**config.mk**
```make
export PLATFORM = sky130hd
export DESIGN_NAME = wav_header_parser
export DESIGN_NICKNAME = d
export VERILOG_FILES = /design/src/hdl/wavhp_pkg.sv /design/src/hdl/wav_header_parser.sv /design/src/hdl/wavhp_front.sv /design/src/hdl/wavhp_back.sv
export SDC_FILE = /design/constraint.sdc
export NUM_CORES = 2
export LEC_CHECK = 0
export ABC_CLOCK_PERIOD_IN_PS = 8800
export BUFFER_PORTS_ARGS = -buffer_cell sky130_fd_sc_hd__buf_2
export CORE_ASPECT_RATIO = 0.75
export CORE_MARGIN = 3
export CORE_UTILIZATION = 45
export CTS_CLUSTER_SIZE = 16
export DETAILED_ROUTE_END_ITERATION = 10
export SYNTH_ARGS = -nofsm -noshare
export SYNTH_HDL_FRONTEND = slang
export SYNTH_HIERARCHICAL = 1
export SYNTH_SLANG_ARGS = --single-unit
```
**constraint.sdc**
```tcl
create_clock -name aclk -period 8.8 [get_ports aclk]
set_input_delay 1.76 -clock aclk [delete_from_list [all_inputs] [get_ports aclk]]
set_output_delay 1.76 -clock aclk [all_outputs]
set_load 0.03 [all_outputs]
```
**src/hdl/wavhp_pkg.sv**
```systemverilog
`timescale 1ns / 1ps

package wavhp_pkg;

    // Depth of the queue between the byte intake and the parser.
    localparam int QUEUE_DEPTH = 4;

    // Packed result word width: all result fields except kind.
    localparam int RESULT_W = 136;

    // Four-character tags as little-endian words.
    localparam logic [31:0] TAG_RIFF = 32'h4646_4952;
    localparam logic [31:0] TAG_WAVE = 32'h4556_4157;
    localparam logic [31:0] TAG_FMT  = 32'h2074_6D66;
    localparam logic [31:0] TAG_DATA = 32'h6174_6164;

    // Byte positions inside the fixed header where a field completes.
    localparam logic [31:0] POS_RIFF_END   = 32'd3;
    localparam logic [31:0] POS_WAVE_END   = 32'd11;
    localparam logic [31:0] POS_FMT_END    = 32'd15;
    localparam logic [31:0] POS_CHAN_END   = 32'd23;
    localparam logic [31:0] POS_RATE_END   = 32'd27;
    localparam logic [31:0] POS_BRATE_END  = 32'd31;
    localparam logic [31:0] POS_FIXED_LAST = 32'd35;

    // Length of a chunk header in bytes.
    localparam logic [31:0] CHUNK_HDR_LEN = 32'd8;

    // Kind of a queued item, decided by the intake.
    typedef enum logic {
        ITEM_BYTE = 1'b0,
        ITEM_END  = 1'b1
    } item_kind_t;

    typedef struct packed {
        item_kind_t  kind;
        logic [7:0]  value;
    } queue_item_t;

    // Kind of a result.
    typedef enum logic [1:0] {
        KIND_HEADER = 2'd0,
        KIND_ERROR  = 2'd1,
        KIND_DATA   = 2'd2
    } result_kind_t;

    // Error codes of a header error result.
    typedef enum logic [2:0] {
        ERR_NONE        = 3'd0,
        ERR_RIFF_TAG    = 3'd1,
        ERR_WAVE_TAG    = 3'd2,
        ERR_FMT_TAG     = 3'd3,
        ERR_BYTE_RATE   = 3'd4,
        ERR_BLOCK_ALIGN = 3'd5,
        ERR_TRUNCATED   = 3'd6
    } err_code_t;

    // Parser states.
    typedef enum logic [2:0] {
        ST_FIXED = 3'd0,
        ST_MUL1  = 3'd1,
        ST_MUL2  = 3'd2,
        ST_CHECK = 3'd3,
        ST_CHDR  = 3'd4,
        ST_SKIP  = 3'd5,
        ST_DATA  = 3'd6,
        ST_HALT  = 3'd7
    } parse_state_t;

endpackage

```
**src/hdl/wav_header_parser.sv**
```systemverilog
`timescale 1ns / 1ps

// WAV header parser. Takes the file one byte per request (s_tuser high marks
// the end of the stream), checks the fixed RIFF/WAVE/fmt header and the byte
// rate and block align, skips chunks until the data chunk, then sends one
// header result followed by every data byte. Bytes enter a queue of
// QUEUE_DEPTH entries at up to one per cycle and the parser handles one byte
// per cycle while its output register is free; at the end of the fixed
// header the parser passes through two multiply stages and a compare for the
// format check, which the queue absorbs. When the queue is empty and the
// output register is free, a result is presented from the clock edge after
// the one that takes its byte. After an error or an end of stream all input
// is taken and dropped until reset.
module wav_header_parser #(
    parameter int QUEUE_DEPTH = wavhp_pkg::QUEUE_DEPTH
) (
    input  logic                             aclk,
    input  logic                             aresetn,
    input  logic                             s_tvalid,
    output logic                             s_tready,
    input  logic [7:0]                       s_tdata,  // [7:0] stream_byte
    input  logic                             s_tuser,  // [0] stream_end
    output logic                             m_tvalid,
    input  logic                             m_tready,
    // [2:0] error_code, [18:3] channel_count, [50:19] sample_rate_out,
    // [63:51] bytes_per_sample, [95:64] data_size, [127:96] data_offset,
    // [135:128] data_byte
    output logic [wavhp_pkg::RESULT_W-1:0]   m_tdata,
    output logic [1:0]                       m_tuser   // [1:0] kind
);

    logic                   q_valid;
    logic                   q_pop;
    wavhp_pkg::queue_item_t q_item;

    // Intake and queue.
    wavhp_front #(
        .QUEUE_DEPTH(QUEUE_DEPTH)
    ) u_front (
        .aclk     (aclk),
        .aresetn  (aresetn),
        .s_tvalid (s_tvalid),
        .s_tready (s_tready),
        .s_tdata  (s_tdata),
        .s_tuser  (s_tuser),
        .q_valid  (q_valid),
        .q_item   (q_item),
        .q_pop    (q_pop)
    );

    // Parser, format check and result register.
    wavhp_back u_back (
        .aclk     (aclk),
        .aresetn  (aresetn),
        .q_valid  (q_valid),
        .q_item   (q_item),
        .q_pop    (q_pop),
        .m_tvalid (m_tvalid),
        .m_tready (m_tready),
        .m_tdata  (m_tdata),
        .m_tuser  (m_tuser)
    );

endmodule

```
**src/hdl/wavhp_front.sv**
```systemverilog
`timescale 1ns / 1ps

module wavhp_front #(
    parameter int QUEUE_DEPTH = wavhp_pkg::QUEUE_DEPTH
) (
    input  logic                    aclk,
    input  logic                    aresetn,
    input  logic                    s_tvalid,
    output logic                    s_tready,
    input  logic [7:0]              s_tdata,   // stream_byte
    input  logic                    s_tuser,   // stream_end
    output logic                    q_valid,
    output wavhp_pkg::queue_item_t  q_item,
    input  logic                    q_pop
);

    localparam int PTR_W = $clog2(QUEUE_DEPTH);
    localparam int CNT_W = $clog2(QUEUE_DEPTH + 1);
    localparam logic [PTR_W-1:0] PTR_LAST = PTR_W'(QUEUE_DEPTH - 1);
    localparam logic [CNT_W-1:0] CNT_FULL = CNT_W'(QUEUE_DEPTH);

    wavhp_pkg::queue_item_t q_mem [QUEUE_DEPTH];
    logic [PTR_W-1:0] wr_ptr_reg, wr_ptr_next;
    logic [PTR_W-1:0] rd_ptr_reg, rd_ptr_next;
    logic [CNT_W-1:0] count_reg, count_next;
    logic             push;
    wavhp_pkg::queue_item_t in_item;

    // A request is taken whenever the queue has room.
    assign s_tready = (count_reg != CNT_FULL);
    assign push     = s_tvalid && s_tready;

    // Classify the request: an end marker carries no byte.
    always_comb begin
        in_item.kind  = s_tuser ? wavhp_pkg::ITEM_END : wavhp_pkg::ITEM_BYTE;
        in_item.value = s_tuser ? 8'd0 : s_tdata;
    end

    assign q_valid = (count_reg != '0);
    assign q_item  = q_mem[rd_ptr_reg];

    // Pointer and fill count updates.
    always_comb begin
        wr_ptr_next = wr_ptr_reg;
        rd_ptr_next = rd_ptr_reg;
        count_next  = count_reg;
        if (push) begin
            wr_ptr_next = (wr_ptr_reg == PTR_LAST) ? '0 : wr_ptr_reg + 1'b1;
        end
        if (q_pop) begin
            rd_ptr_next = (rd_ptr_reg == PTR_LAST) ? '0 : rd_ptr_reg + 1'b1;
        end
        if (push && !q_pop) begin
            count_next = count_reg + 1'b1;
        end else if (!push && q_pop) begin
            count_next = count_reg - 1'b1;
        end
    end

    always_ff @(posedge aclk) begin
        if (!aresetn) begin
            wr_ptr_reg <= '0;
            rd_ptr_reg <= '0;
            count_reg  <= '0;
        end else begin
            wr_ptr_reg <= wr_ptr_next;
            rd_ptr_reg <= rd_ptr_next;
            count_reg  <= count_next;
        end
    end

    // Queue storage needs no reset.
    always_ff @(posedge aclk) begin
        if (push) begin
            q_mem[wr_ptr_reg] <= in_item;
        end
    end

    // The parser never pops an empty queue.
    assert property (@(posedge aclk) disable iff (!aresetn) q_pop |-> q_valid)
        else $error("queue popped while empty");

    // The fill count stays within the depth.
    assert property (@(posedge aclk) disable iff (!aresetn) count_reg <= CNT_FULL)
        else $error("queue fill count above depth");

endmodule

```
**src/hdl/wavhp_back.sv**
```systemverilog
`timescale 1ns / 1ps

module wavhp_back (
    input  logic                                 aclk,
    input  logic                                 aresetn,
    input  logic                                 q_valid,
    input  wavhp_pkg::queue_item_t               q_item,
    output logic                                 q_pop,
    output logic                                 m_tvalid,
    input  logic                                 m_tready,
    output logic [wavhp_pkg::RESULT_W-1:0]       m_tdata,
    output logic [1:0]                           m_tuser
);

    wavhp_pkg::parse_state_t state_reg, state_next;
    logic [31:0] byte_pos_reg, byte_pos_next;
    logic [31:0] skip_reg, skip_next;
    logic [31:0] tag_reg, tag_next;
    logic [2:0]  flags_reg, flags_next;
    logic [15:0] channels_reg, channels_next;
    logic [31:0] rate_reg, rate_next;
    logic [31:0] byte_rate_reg, byte_rate_next;
    logic [15:0] block_align_reg, block_align_next;
    logic [15:0] bits_reg, bits_next;
    logic [31:0] chunk_reg, chunk_next;
    logic [31:0] prod1_reg, prod1_next;
    logic [31:0] prod2_reg, prod2_next;
    logic [31:0] align_prod_reg, align_prod_next;
    logic        out_valid_reg, out_valid_next;
    wavhp_pkg::result_kind_t out_kind_reg, out_kind_next;
    logic [wavhp_pkg::RESULT_W-1:0] out_data_reg, out_data_next;

    logic        out_free;
    logic        consuming;
    logic        is_end;
    logic [31:0] tag_shifted;
    logic [31:0] hdr_count;
    logic [31:0] hdr_left;
    logic        rate_ok;
    logic        align_ok;
    wavhp_pkg::err_code_t check_code;

    // Packs the result fields, error code in the lowest bits.
    function automatic logic [wavhp_pkg::RESULT_W-1:0] pack_result(
        input logic [2:0]  code,
        input logic [15:0] chans,
        input logic [31:0] srate,
        input logic [12:0] bps,
        input logic [31:0] dsize,
        input logic [31:0] doffset,
        input logic [7:0]  dbyte
    );
        return {dbyte, doffset, dsize, bps, srate, chans, code};
    endfunction

    // The output register can take a new result this cycle.
    assign out_free  = !out_valid_reg || m_tready;
    assign consuming = (state_reg == wavhp_pkg::ST_FIXED) || (state_reg == wavhp_pkg::ST_CHDR)
                    || (state_reg == wavhp_pkg::ST_SKIP) || (state_reg == wavhp_pkg::ST_DATA)
                    || (state_reg == wavhp_pkg::ST_HALT);
    assign q_pop     = q_valid && out_free && consuming;
    assign is_end    = (q_item.kind == wavhp_pkg::ITEM_END);

    // The last four bytes as a little-endian word, including this one.
    assign tag_shifted = {q_item.value, tag_reg[31:8]};

    // Bytes still to read in the chunk header, before and after this one.
    assign hdr_count = ((skip_reg == 32'd0) || (skip_reg > wavhp_pkg::CHUNK_HDR_LEN))
                     ? wavhp_pkg::CHUNK_HDR_LEN : skip_reg;
    assign hdr_left  = hdr_count - 32'd1;

    // Format checks on the products from the multiply stages.
    assign rate_ok  = (byte_rate_reg == {3'b000, prod2_reg[31:3]});
    assign align_ok = (align_prod_reg[31:19] == 13'd0)
                   && (align_prod_reg[18:3] == block_align_reg);

    always_comb begin
        if (!flags_reg[0]) begin
            check_code = wavhp_pkg::ERR_RIFF_TAG;
        end else if (!flags_reg[1]) begin
            check_code = wavhp_pkg::ERR_WAVE_TAG;
        end else if (!flags_reg[2]) begin
            check_code = wavhp_pkg::ERR_FMT_TAG;
        end else if (!rate_ok) begin
            check_code = wavhp_pkg::ERR_BYTE_RATE;
        end else if (!align_ok) begin
            check_code = wavhp_pkg::ERR_BLOCK_ALIGN;
        end else begin
            check_code = wavhp_pkg::ERR_NONE;
        end
    end

    // Next state.
    always_comb begin
        state_next = state_reg;
        case (state_reg)
            wavhp_pkg::ST_FIXED: begin
                if (q_pop) begin
                    if (is_end) begin
                        state_next = wavhp_pkg::ST_HALT;
                    end else if (byte_pos_reg == wavhp_pkg::POS_FIXED_LAST) begin
                        state_next = wavhp_pkg::ST_MUL1;
                    end
                end
            end
            wavhp_pkg::ST_MUL1: begin
                state_next = wavhp_pkg::ST_MUL2;
            end
            wavhp_pkg::ST_MUL2: begin
                state_next = wavhp_pkg::ST_CHECK;
            end
            wavhp_pkg::ST_CHECK: begin
                if (out_free) begin
                    state_next = (check_code != wavhp_pkg::ERR_NONE)
                               ? wavhp_pkg::ST_HALT : wavhp_pkg::ST_CHDR;
                end
            end
            wavhp_pkg::ST_CHDR: begin
                if (q_pop) begin
                    if (is_end) begin
                        state_next = wavhp_pkg::ST_HALT;
                    end else if (hdr_left == 32'd0) begin
                        if (chunk_reg == wavhp_pkg::TAG_DATA) begin
                            state_next = wavhp_pkg::ST_DATA;
                        end else if (tag_shifted != 32'd0) begin
                            state_next = wavhp_pkg::ST_SKIP;
                        end
                    end
                end
            end
            wavhp_pkg::ST_SKIP: begin
                if (q_pop) begin
                    if (is_end) begin
                        state_next = wavhp_pkg::ST_HALT;
                    end else if (skip_reg == 32'd1) begin
                        state_next = wavhp_pkg::ST_CHDR;
                    end
                end
            end
            wavhp_pkg::ST_DATA: begin
                if (q_pop && is_end) begin
                    state_next = wavhp_pkg::ST_HALT;
                end
            end
            wavhp_pkg::ST_HALT: begin
                state_next = wavhp_pkg::ST_HALT;
            end
            default: begin
                state_next = wavhp_pkg::ST_FIXED;
            end
        endcase
    end

    // Datapath and result register updates.
    always_comb begin
        byte_pos_next    = byte_pos_reg;
        skip_next        = skip_reg;
        tag_next         = tag_reg;
        flags_next       = flags_reg;
        channels_next    = channels_reg;
        rate_next        = rate_reg;
        byte_rate_next   = byte_rate_reg;
        block_align_next = block_align_reg;
        bits_next        = bits_reg;
        chunk_next       = chunk_reg;
        prod1_next       = prod1_reg;
        prod2_next       = prod2_reg;
        align_prod_next  = align_prod_reg;
        out_valid_next   = out_valid_reg && !m_tready;
        out_kind_next    = out_kind_reg;
        out_data_next    = out_data_reg;

        // Every byte before the data phase advances the position (saturating) and the tag window.
        if (q_pop && !is_end && ((state_reg == wavhp_pkg::ST_FIXED)
                || (state_reg == wavhp_pkg::ST_CHDR) || (state_reg == wavhp_pkg::ST_SKIP))) begin
            if (byte_pos_reg != 32'hFFFF_FFFF) begin
                byte_pos_next = byte_pos_reg + 32'd1;
            end
            tag_next = tag_shifted;
        end

        // An early end before the data chunk is a truncation error.
        if (q_pop && is_end && ((state_reg == wavhp_pkg::ST_FIXED)
                || (state_reg == wavhp_pkg::ST_CHDR) || (state_reg == wavhp_pkg::ST_SKIP))) begin
            out_valid_next = 1'b1;
            out_kind_next  = wavhp_pkg::KIND_ERROR;
            out_data_next  = pack_result(wavhp_pkg::ERR_TRUNCATED, 16'd0, 32'd0, 13'd0,
                                         32'd0, 32'd0, 8'd0);
        end

        case (state_reg)
            wavhp_pkg::ST_FIXED: begin
                if (q_pop && !is_end) begin
                    case (byte_pos_reg)
                        wavhp_pkg::POS_RIFF_END: begin
                            if (tag_shifted == wavhp_pkg::TAG_RIFF) begin
                                flags_next[0] = 1'b1;
                            end
                        end
                        wavhp_pkg::POS_WAVE_END: begin
                            if (tag_shifted == wavhp_pkg::TAG_WAVE) begin
                                flags_next[1] = 1'b1;
                            end
                        end
                        wavhp_pkg::POS_FMT_END: begin
                            if (tag_shifted == wavhp_pkg::TAG_FMT) begin
                                flags_next[2] = 1'b1;
                            end
                        end
                        wavhp_pkg::POS_CHAN_END: begin
                            channels_next = tag_shifted[31:16];
                        end
                        wavhp_pkg::POS_RATE_END: begin
                            rate_next = tag_shifted;
                        end
                        wavhp_pkg::POS_BRATE_END: begin
                            byte_rate_next = tag_shifted;
                        end
                        wavhp_pkg::POS_FIXED_LAST: begin
                            block_align_next = tag_shifted[15:0];
                            bits_next        = tag_shifted[31:16];
                        end
                        default: begin
                        end
                    endcase
                end
            end
            // First multiply stage: rate times channels, channels times bits.
            wavhp_pkg::ST_MUL1: begin
                prod1_next      = 32'(rate_reg * 32'(channels_reg));
                align_prod_next = 32'(channels_reg) * 32'(bits_reg);
            end
            // Second multiply stage: times bits per sample.
            wavhp_pkg::ST_MUL2: begin
                prod2_next = 32'(prod1_reg * 32'(bits_reg));
            end
            wavhp_pkg::ST_CHECK: begin
                if (out_free) begin
                    if (check_code != wavhp_pkg::ERR_NONE) begin
                        out_valid_next = 1'b1;
                        out_kind_next  = wavhp_pkg::KIND_ERROR;
                        out_data_next  = pack_result(check_code, 16'd0, 32'd0, 13'd0,
                                                     32'd0, 32'd0, 8'd0);
                    end else begin
                        skip_next = wavhp_pkg::CHUNK_HDR_LEN;
                    end
                end
            end
            // Chunk header: tag in the first four bytes, size in the last four.
            wavhp_pkg::ST_CHDR: begin
                if (q_pop && !is_end) begin
                    skip_next = hdr_left;
                    if (hdr_left == 32'd4) begin
                        chunk_next = tag_shifted;
                    end
                    if (hdr_left == 32'd0) begin
                        chunk_next = tag_shifted;
                        if (chunk_reg == wavhp_pkg::TAG_DATA) begin
                            out_valid_next = 1'b1;
                            out_kind_next  = wavhp_pkg::KIND_HEADER;
                            out_data_next  = pack_result(wavhp_pkg::ERR_NONE, channels_reg,
                                                         rate_reg, bits_reg[15:3], tag_shifted,
                                                         byte_pos_next, 8'd0);
                        end else if (tag_shifted == 32'd0) begin
                            skip_next = wavhp_pkg::CHUNK_HDR_LEN;
                        end else begin
                            skip_next = tag_shifted;
                        end
                    end
                end
            end
            wavhp_pkg::ST_SKIP: begin
                if (q_pop && !is_end) begin
                    skip_next = (skip_reg == 32'd1) ? wavhp_pkg::CHUNK_HDR_LEN
                                                    : skip_reg - 32'd1;
                end
            end
            wavhp_pkg::ST_DATA: begin
                if (q_pop && !is_end) begin
                    out_valid_next = 1'b1;
                    out_kind_next  = wavhp_pkg::KIND_DATA;
                    out_data_next  = pack_result(wavhp_pkg::ERR_NONE, 16'd0, 32'd0, 13'd0,
                                                 32'd0, 32'd0, q_item.value);
                end
            end
            default: begin
            end
        endcase
    end

    // Control state.
    always_ff @(posedge aclk) begin
        if (!aresetn) begin
            state_reg     <= wavhp_pkg::ST_FIXED;
            byte_pos_reg  <= 32'd0;
            skip_reg      <= 32'd0;
            tag_reg       <= 32'd0;
            flags_reg     <= 3'd0;
            out_valid_reg <= 1'b0;
        end else begin
            state_reg     <= state_next;
            byte_pos_reg  <= byte_pos_next;
            skip_reg      <= skip_next;
            tag_reg       <= tag_next;
            flags_reg     <= flags_next;
            out_valid_reg <= out_valid_next;
        end
    end

    // Format fields, products and the result payload.
    always_ff @(posedge aclk) begin
        channels_reg    <= channels_next;
        rate_reg        <= rate_next;
        byte_rate_reg   <= byte_rate_next;
        block_align_reg <= block_align_next;
        bits_reg        <= bits_next;
        chunk_reg       <= chunk_next;
        prod1_reg       <= prod1_next;
        prod2_reg       <= prod2_next;
        align_prod_reg  <= align_prod_next;
        out_kind_reg    <= out_kind_next;
        out_data_reg    <= out_data_next;
    end

    assign m_tvalid = out_valid_reg;
    assign m_tdata  = out_data_reg;
    assign m_tuser  = out_kind_reg;

    // Once halted, the parser stays halted until reset.
    assert property (@(posedge aclk) disable iff (!aresetn)
        state_reg == wavhp_pkg::ST_HALT |=> state_reg == wavhp_pkg::ST_HALT)
        else $error("parser left the halted state");

    // A chunk body being skipped always has bytes left.
    assert property (@(posedge aclk) disable iff (!aresetn)
        state_reg == wavhp_pkg::ST_SKIP |-> skip_reg != 32'd0)
        else $error("skip count is zero while skipping");

    // Data results come only from bytes taken in the data phase.
    assert property (@(posedge aclk) disable iff (!aresetn)
        q_pop && state_reg != wavhp_pkg::ST_DATA
        |=> !(out_valid_reg && out_kind_reg == wavhp_pkg::KIND_DATA))
        else $error("data result outside the data phase");

endmodule
```
* Word level (Yosys, flattened, before mapping)
Memory sizes are Yosys's and may differ from the RTL's. A register that Yosys moved wholly into a read port is not among the register bits.
Index checks and enable logic that the tools add are counted.
** Word-level totals
- Register bits after elaboration :: 488
- Word-level logic and storage cells :: 183
- Bits in writable memories :: 36
- Output and inout bits :: 140
- Memories kept :: 1
- Bits of input ports :: 13
** Cells by class
- Magnitude comparators :: 1
- $add $sub $neg :: 7
- Reduce and logical (&&, ||, !) cells :: 43
- Eq/ne operators :: 38
- Multiply operators :: 3
- Muxes and demuxes :: 68
** Memories
- u_front.q_mem :: words 4, width 9, rd ports 1, clocked after Yosys merged registers in 1, wr ports 1, line wavhp_front.sv:22 : wavhp_pkg::queue_item_t q_mem [QUEUE_DEPTH];
** Operators by type and width (count)
- 136-bit two-way mux :: 7
- 32-bit two-way mux :: 13
- 136-bit case mux with 3 select lines :: 1
- 32-bit by 31-bit equality test with 1-bit output (second input constant) :: 3
- 32-bit by 5-bit equality test with 1-bit output (second input constant) :: 3
- 32-bit zero test :: 3
- 32-bit case mux with 3 select lines :: 1
- 32-bit by 4-bit equality test with 1-bit output (second input constant) :: 2
- 32-bit by 16-bit multiplier with 32-bit output :: 2
- 32-bit by 1-bit subtractor with 32-bit output (second input constant) :: 2
- 3-bit two-way mux :: 20
- 32-bit by 1-bit adder with 32-bit output (second input constant) :: 1
- 32-bit by 1-bit equality test with 1-bit output (second input constant) :: 1
- 32-bit by 2-bit equality test with 1-bit output (second input constant) :: 1
- 32-bit by 29-bit equality test with 1-bit output :: 1
- 32-bit by 3-bit equality test with 1-bit output (second input constant) :: 1
- 32-bit by 30-bit equality test with 1-bit output (second input constant) :: 1
- 32-bit by 6-bit equality test with 1-bit output (second input constant) :: 1
- 32-bit by 4-bit greater-than comparator with 1-bit output (second input constant) :: 1
- 16-bit by 16-bit multiplier with 32-bit output :: 1
- 32-bit != test (second input constant) :: 1
- 32-bit nonzero test :: 1
- 2-bit two-way mux :: 12
- 3-bit case mux with 8 select lines :: 1
- other kinds (27) :: 79

* Longest topological paths before layout
- Depth in word-level cells :: 13
- Gate-level depth with buffers :: 25
- Depth with buffers taken out :: 23

* Cells and area by module
The synthesis kept the hierarchy.
** Modules (own cells, without submodules)
- wavhp_back :: sequential area each 11691.2 um2, area an instance 48182.5 um2, instances 1, cells an instance 5027
- wavhp_front :: sequential area each 1261.2 um2, area an instance 1833.0 um2, instances 1, cells an instance 104

* Worst setup path before layout
OpenSTA, ideal clock, no wires.
- Path type :: register to register
- From :: register u_back.bits_reg[1]
- To :: register u_back.align_prod_reg[31] (data pin)
- Stages on the path, launching flop included :: 25
- Setup slack :: 2.378 ns
- Setup time :: 0.269 ns
- Period minus slack after synthesis :: 6.422 ns
- Required time :: 8.531 ns
- Data arrival time :: 6.153 ns
- Buffers on the path :: 2
- Cell sequence :: edfxtp_1 -> clkbuf_1 -> clkbuf_1 -> nand2_1 -> fa_1 -> inv_1 -> fa_1 -> inv_1 -> fa_1 -> fa_1 -> inv_1 -> fa_1 -> inv_1 -> fa_1 -> inv_1 -> ha_1 -> nand4_1 -> a211oi_1 -> o21a_1 -> o41ai_1 -> a21oi_1 -> a21oi_1 -> o21ai_0 -> a2111oi_0 -> nor3_1
** On the way
- Longest elaborated chain between the ends :: 1
** RTL lines
- start, declared :: line wavhp_back.sv:24 : logic [15:0] bits_reg, bits_next;
- start signal, assigned :: line wavhp_back.sv:316 : bits_reg <= bits_next;
- 16-bit by 16-bit multiplier with 32-bit output :: line wavhp_back.sv:231 : align_prod_next = 32'(channels_reg) * 32'(bits_reg);
- end signal, assigned :: line wavhp_back.sv:320 : align_prod_reg <= align_prod_next;
- end, declared :: line wavhp_back.sv:28 : logic [31:0] align_prod_reg, align_prod_next;
No other way between the ends.
A chain may end at the register's enable or synchronous reset.

* Worst setup path in the final report
- From :: register u_back.channels_reg[5]
- To :: register u_back.prod1_reg[21] (data pin)
** On the way
- Longest elaborated chain between the ends :: 1
** RTL lines
- start, declared :: line wavhp_back.sv:20 : logic [15:0] channels_reg, channels_next;
- start signal, assigned :: line wavhp_back.sv:312 : channels_reg <= channels_next;
- 32-bit by 16-bit multiplier with 32-bit output :: line wavhp_back.sv:230 : prod1_next = 32'(rate_reg * 32'(channels_reg));
- end signal, assigned :: line wavhp_back.sv:318 : prod1_reg <= prod1_next;
- end, declared :: line wavhp_back.sv:26 : logic [31:0] prod1_reg, prod1_next;
No other way between the ends.

==> results.yml <==
synth:
  post-synth-top-count-cell: "sky130_fd_sc_hd__nand2_1"
  synthCells: 5131
  postSynthNetCount: 6189
  ys_seq_area_share_pct: 25.9
  ys_ff_latch: 512
  synth_top_cells_by_area: "sky130_fd_sc_hd__fa_1 32%, sky130_fd_sc_hd__edfxtp_1 16%, sky130_fd_sc_hd__dfxtp_1 9.7%"
  synth-edff-count: 270
  synth_async_sr_flop_share_pct: 0
  post_synth_instance_area_sq_um: 50000
  yosys_warnings: 6
  synth_commonest_cells: "906 x sky130_fd_sc_hd__nand2_1, 878 x sky130_fd_sc_hd__inv_1, 803 x sky130_fd_sc_hd__fa_1"
  synth_top_cell_by_area: "sky130_fd_sc_hd__fa_1"
  syn_area_per_cell_sq_um: 9.75
  synthDistinctLibCells: 86
  primary_ff_master_synth: "sky130_fd_sc_hd__edfxtp_1"
  synthDominantCellAreaShare_pct: 32.1
clocking:
  clock_insertion_delay_worst_skew_ns: 0.68
  cts.htree.levels: 2
  clock_sink_count: 512
  postCtsSetupRepairBufs: 0
  root_buffer: "sky130_fd_sc_hd__clkbuf_16"
  tritoncts: "done"
  cts_inserted_buffers: 55
  hold_buf_cts: 0
  cts_repair_resize_count: 0
  ctsLongestPathBuffers: 3
  worst_setup_hold_path_clk_slew_ns: 0.07
global_route:
  grt-ovfl-total: 0
  grt_max_degree: 79
  grt_antenna_before_repair: 8
  grt_use_met2_pct: 38.4
  busiest_layer: "met1"
  track_usage_pct: 26.1
  grt_util_met3_pct: 6.28
  first_global_vias: 37000
  wire_length_of_the_first_global_routing_pass_um: 229000
  groute.layer.met1.usage_pct: 39.2
die:
  pin_count: 153
  floorplan.die.height_um: 295
  die_area_sq_um: 115000
  floorplan.initialDensity_pct: 45.5
  placementRows: 105
  die_w_um: 391
  design.core.area_sq_um: 110000
worst_hold_path:
  hold-path-endpoint: "u_back/m_tdata[109]"
  min_path_type: "register to register"
  hold-path-cell-count: 1
  holdCritStartpoint: "u_back/m_tdata[109]"
critical_path:
  reg_to_reg_critical_path_endpoint: "u_back/prod1_reg[21]"
  worst-r2r-cell-count: 20
  regToRegStartpoint: "u_back/channels_reg[5]"
  crit_arrival_ns: 7.57
  ff2ff_setup_slack_ns: 1.53
  worstPathMaxFanout: 25
  timing_worst_setup_path_type: "register to register"
  cp_data_required_time_ns: 9.10
  endpoint_kind: "register"
  cp-start-kind: "register"
timing:
  timing.final.hold_violations: 0
  rsz0062_at_grt: "false"
  final.setup_skew_ns: 0.0823
  totalNegativeSetupSlack_ns: 0
  relSlewSlack_pct: 20.1
  final_min_period_over_clock_period_pct: 82.6
  fin_crit_ns: 7.27
  maxSlewViolCount: 0
  setup_violations: 0
  worst-slew-pin-transition_ns: 1.20
  max_freq_ghz: 0.138
detailed_routing:
  drc: 0
  vias: 36300
  postRouteWirelength_um: 148000
  drtAntennaViolNets: 0
  pre_antenna_drt_iters: 5
  drt_first_iter_violations: 3198
  wl_per_cell_um: 22.2
  drt-vias-per-instance: 5.47
place:
  number_of_port_buffers: 152
  place_congestion: 0.896
  detailed_place_hpwl_um: 108000
final_layout:
  insertedDiodeCount: 0
  nets: 6207
  final_layout_size_suffix_gt1_share_pct: 7.10
  largest_register_ffs: 136
  area_growth_syn_to_layout_pct: 8.09
run:
  cap_viol_max_count: 0
status:
  status: "completed"
==> cells in the final DEF (no fill, tap or decap), types with 8 or more instances in the layout <==
| cell type | count |
|---|---|
| sky130_fd_sc_hd__o21bai_1 | 11 |
| sky130_fd_sc_hd__o211ai_1 | 12 |
| sky130_fd_sc_hd__ha_1 | 242 |
| sky130_fd_sc_hd__dfxtp_1 | 242 |
| sky130_fd_sc_hd__nor3_1 | 36 |
| sky130_fd_sc_hd__xor2_1 | 44 |
| sky130_fd_sc_hd__fa_1 | 803 |
| sky130_fd_sc_hd__clkbuf_16 | 55 |
| sky130_fd_sc_hd__clkbuf_1 | 10 |
| sky130_fd_sc_hd__nand4_1 | 36 |
| sky130_fd_sc_hd__and4_1 | 11 |
| sky130_fd_sc_hd__xnor2_1 | 175 |
| sky130_fd_sc_hd__o21a_1 | 21 |
| sky130_fd_sc_hd__buf_4 | 79 |
| sky130_fd_sc_hd__inv_1 | 877 |
| sky130_fd_sc_hd__o21ai_0 | 105 |
| sky130_fd_sc_hd__o2bb2ai_1 | 33 |
| sky130_fd_sc_hd__nor2b_1 | 21 |
| sky130_fd_sc_hd__mux4_2 | 9 |
| sky130_fd_sc_hd__clkinv_1 | 10 |
| sky130_fd_sc_hd__nand2_1 | 906 |
| sky130_fd_sc_hd__or3_1 | 14 |
| sky130_fd_sc_hd__a32o_1 | 8 |
| sky130_fd_sc_hd__and3_1 | 8 |
| sky130_fd_sc_hd__and2_1 | 330 |
| sky130_fd_sc_hd__a211oi_1 | 12 |
| sky130_fd_sc_hd__o22ai_1 | 22 |
| sky130_fd_sc_hd__or4_1 | 8 |
| sky130_fd_sc_hd__buf_2 | 152 |
| sky130_fd_sc_hd__a21o_1 | 38 |
| sky130_fd_sc_hd__nor4_1 | 30 |
| sky130_fd_sc_hd__nor2_1 | 134 |
| sky130_fd_sc_hd__nand3_1 | 29 |
| sky130_fd_sc_hd__nand2b_1 | 10 |
| sky130_fd_sc_hd__edfxtp_1 | 270 |
| sky130_fd_sc_hd__a21oi_1 | 158 |
| sky130_fd_sc_hd__a31oi_1 | 9 |
| sky130_fd_sc_hd__a22o_1 | 88 |
==> layout make-up <==
cell class / instances / area (sq um)
Clock inverter: 38 / 434
Multi-Input combinational cell: 3468 / 32700
Inverter: 878 / 3300
Tap cell: 1444 / 1810
Timing Repair Buffer: 234 / 1410
Sequential cell: 512 / 13000
Fill cell: 10200 / 55800
Clock buffer: 66 / 1430
==> worst max path at each step <==
| stage | from | endpoint | cells after the start |
|---|---|---|---|
| final | u_back/channels_reg[5] | u_back/prod1_reg[21] | 20 |
| after global routing | u_back/channels_reg[5] | u_back/prod1_reg[30] | 23 |
| after CTS | u_back/channels_reg[5] | u_back/prod1_reg[30] | 23 |
| after detailed placement | u_back/channels_reg[5] | u_back/prod1_reg[30] | 23 |
| after global placement | u_back/channels_reg[5] | u_back/prod1_reg[28] | 23 |
| after floorplan | u_back/bits_reg[1] | u_back/align_prod_reg[31] | 24 |
==> per-stage QoR <==
stage                     area [sq um]  setup WS (ns)  hold WS (ns)  std cells  util (%)
after floorplan                  50000           2.38         0.460       5131         -
after global routing             54100           1.16         0.473       6640      49.2
final                            54100           1.53         0.460       6640      49.2
after CTS                        54100           1.57         0.463       6640      49.2
after global placement           52200           1.68         0.442       6536      47.5
after detailed placement         52200           1.61         0.441       6536      47.5
==> worst max-delay path: stages, from the launching register on <==
cell and delay (ns):
sky130_fd_sc_hd__edfxtp_1 1.12, sky130_fd_sc_hd__buf_4 0.32, sky130_fd_sc_hd__nand2_1 0.09, sky130_fd_sc_hd__fa_1 0.54, sky130_fd_sc_hd__inv_1 0.05, sky130_fd_sc_hd__fa_1 0.46, sky130_fd_sc_hd__fa_1 0.50, sky130_fd_sc_hd__fa_1 0.54
sky130_fd_sc_hd__inv_1 0.05, sky130_fd_sc_hd__fa_1 0.49, sky130_fd_sc_hd__inv_1 0.05, sky130_fd_sc_hd__fa_1 0.43, sky130_fd_sc_hd__ha_1 0.38, sky130_fd_sc_hd__o211a_1 0.16, sky130_fd_sc_hd__o21ai_0 0.11, sky130_fd_sc_hd__o211ai_1 0.41
sky130_fd_sc_hd__a31oi_1 0.16, sky130_fd_sc_hd__o21bai_1 0.21, sky130_fd_sc_hd__a21o_1 0.14, sky130_fd_sc_hd__a21oi_1 0.07, sky130_fd_sc_hd__xnor2_1 0.64
==> routing by layer <==
layer	vias up	wire, um	part of all wire, %
li1	16100	-	-
met1	18400	66300	45
met2	1621	62300	42
met3	194	15800	11
met4	2	3110	2.1
met5	-	13	0.0088
==> logic make-up after synthesis <==
logic type                 after synthesis  share of synthesized area, %
and+or+nand+nor                       1624                          15.2
buffers and inverters                 1151                          8.77
adders and majority gates             1045                          38.2
AOI/OAI and AO/OA                      565                          7.55
DFF                                    512                          25.9
xor gates and xnor gates               219                          3.83
muxes                                   15                         0.525
Power is left out: the tool's default activity adds up to more than one toggle a clock period on the data nets, which glitch-free logic cannot reach.
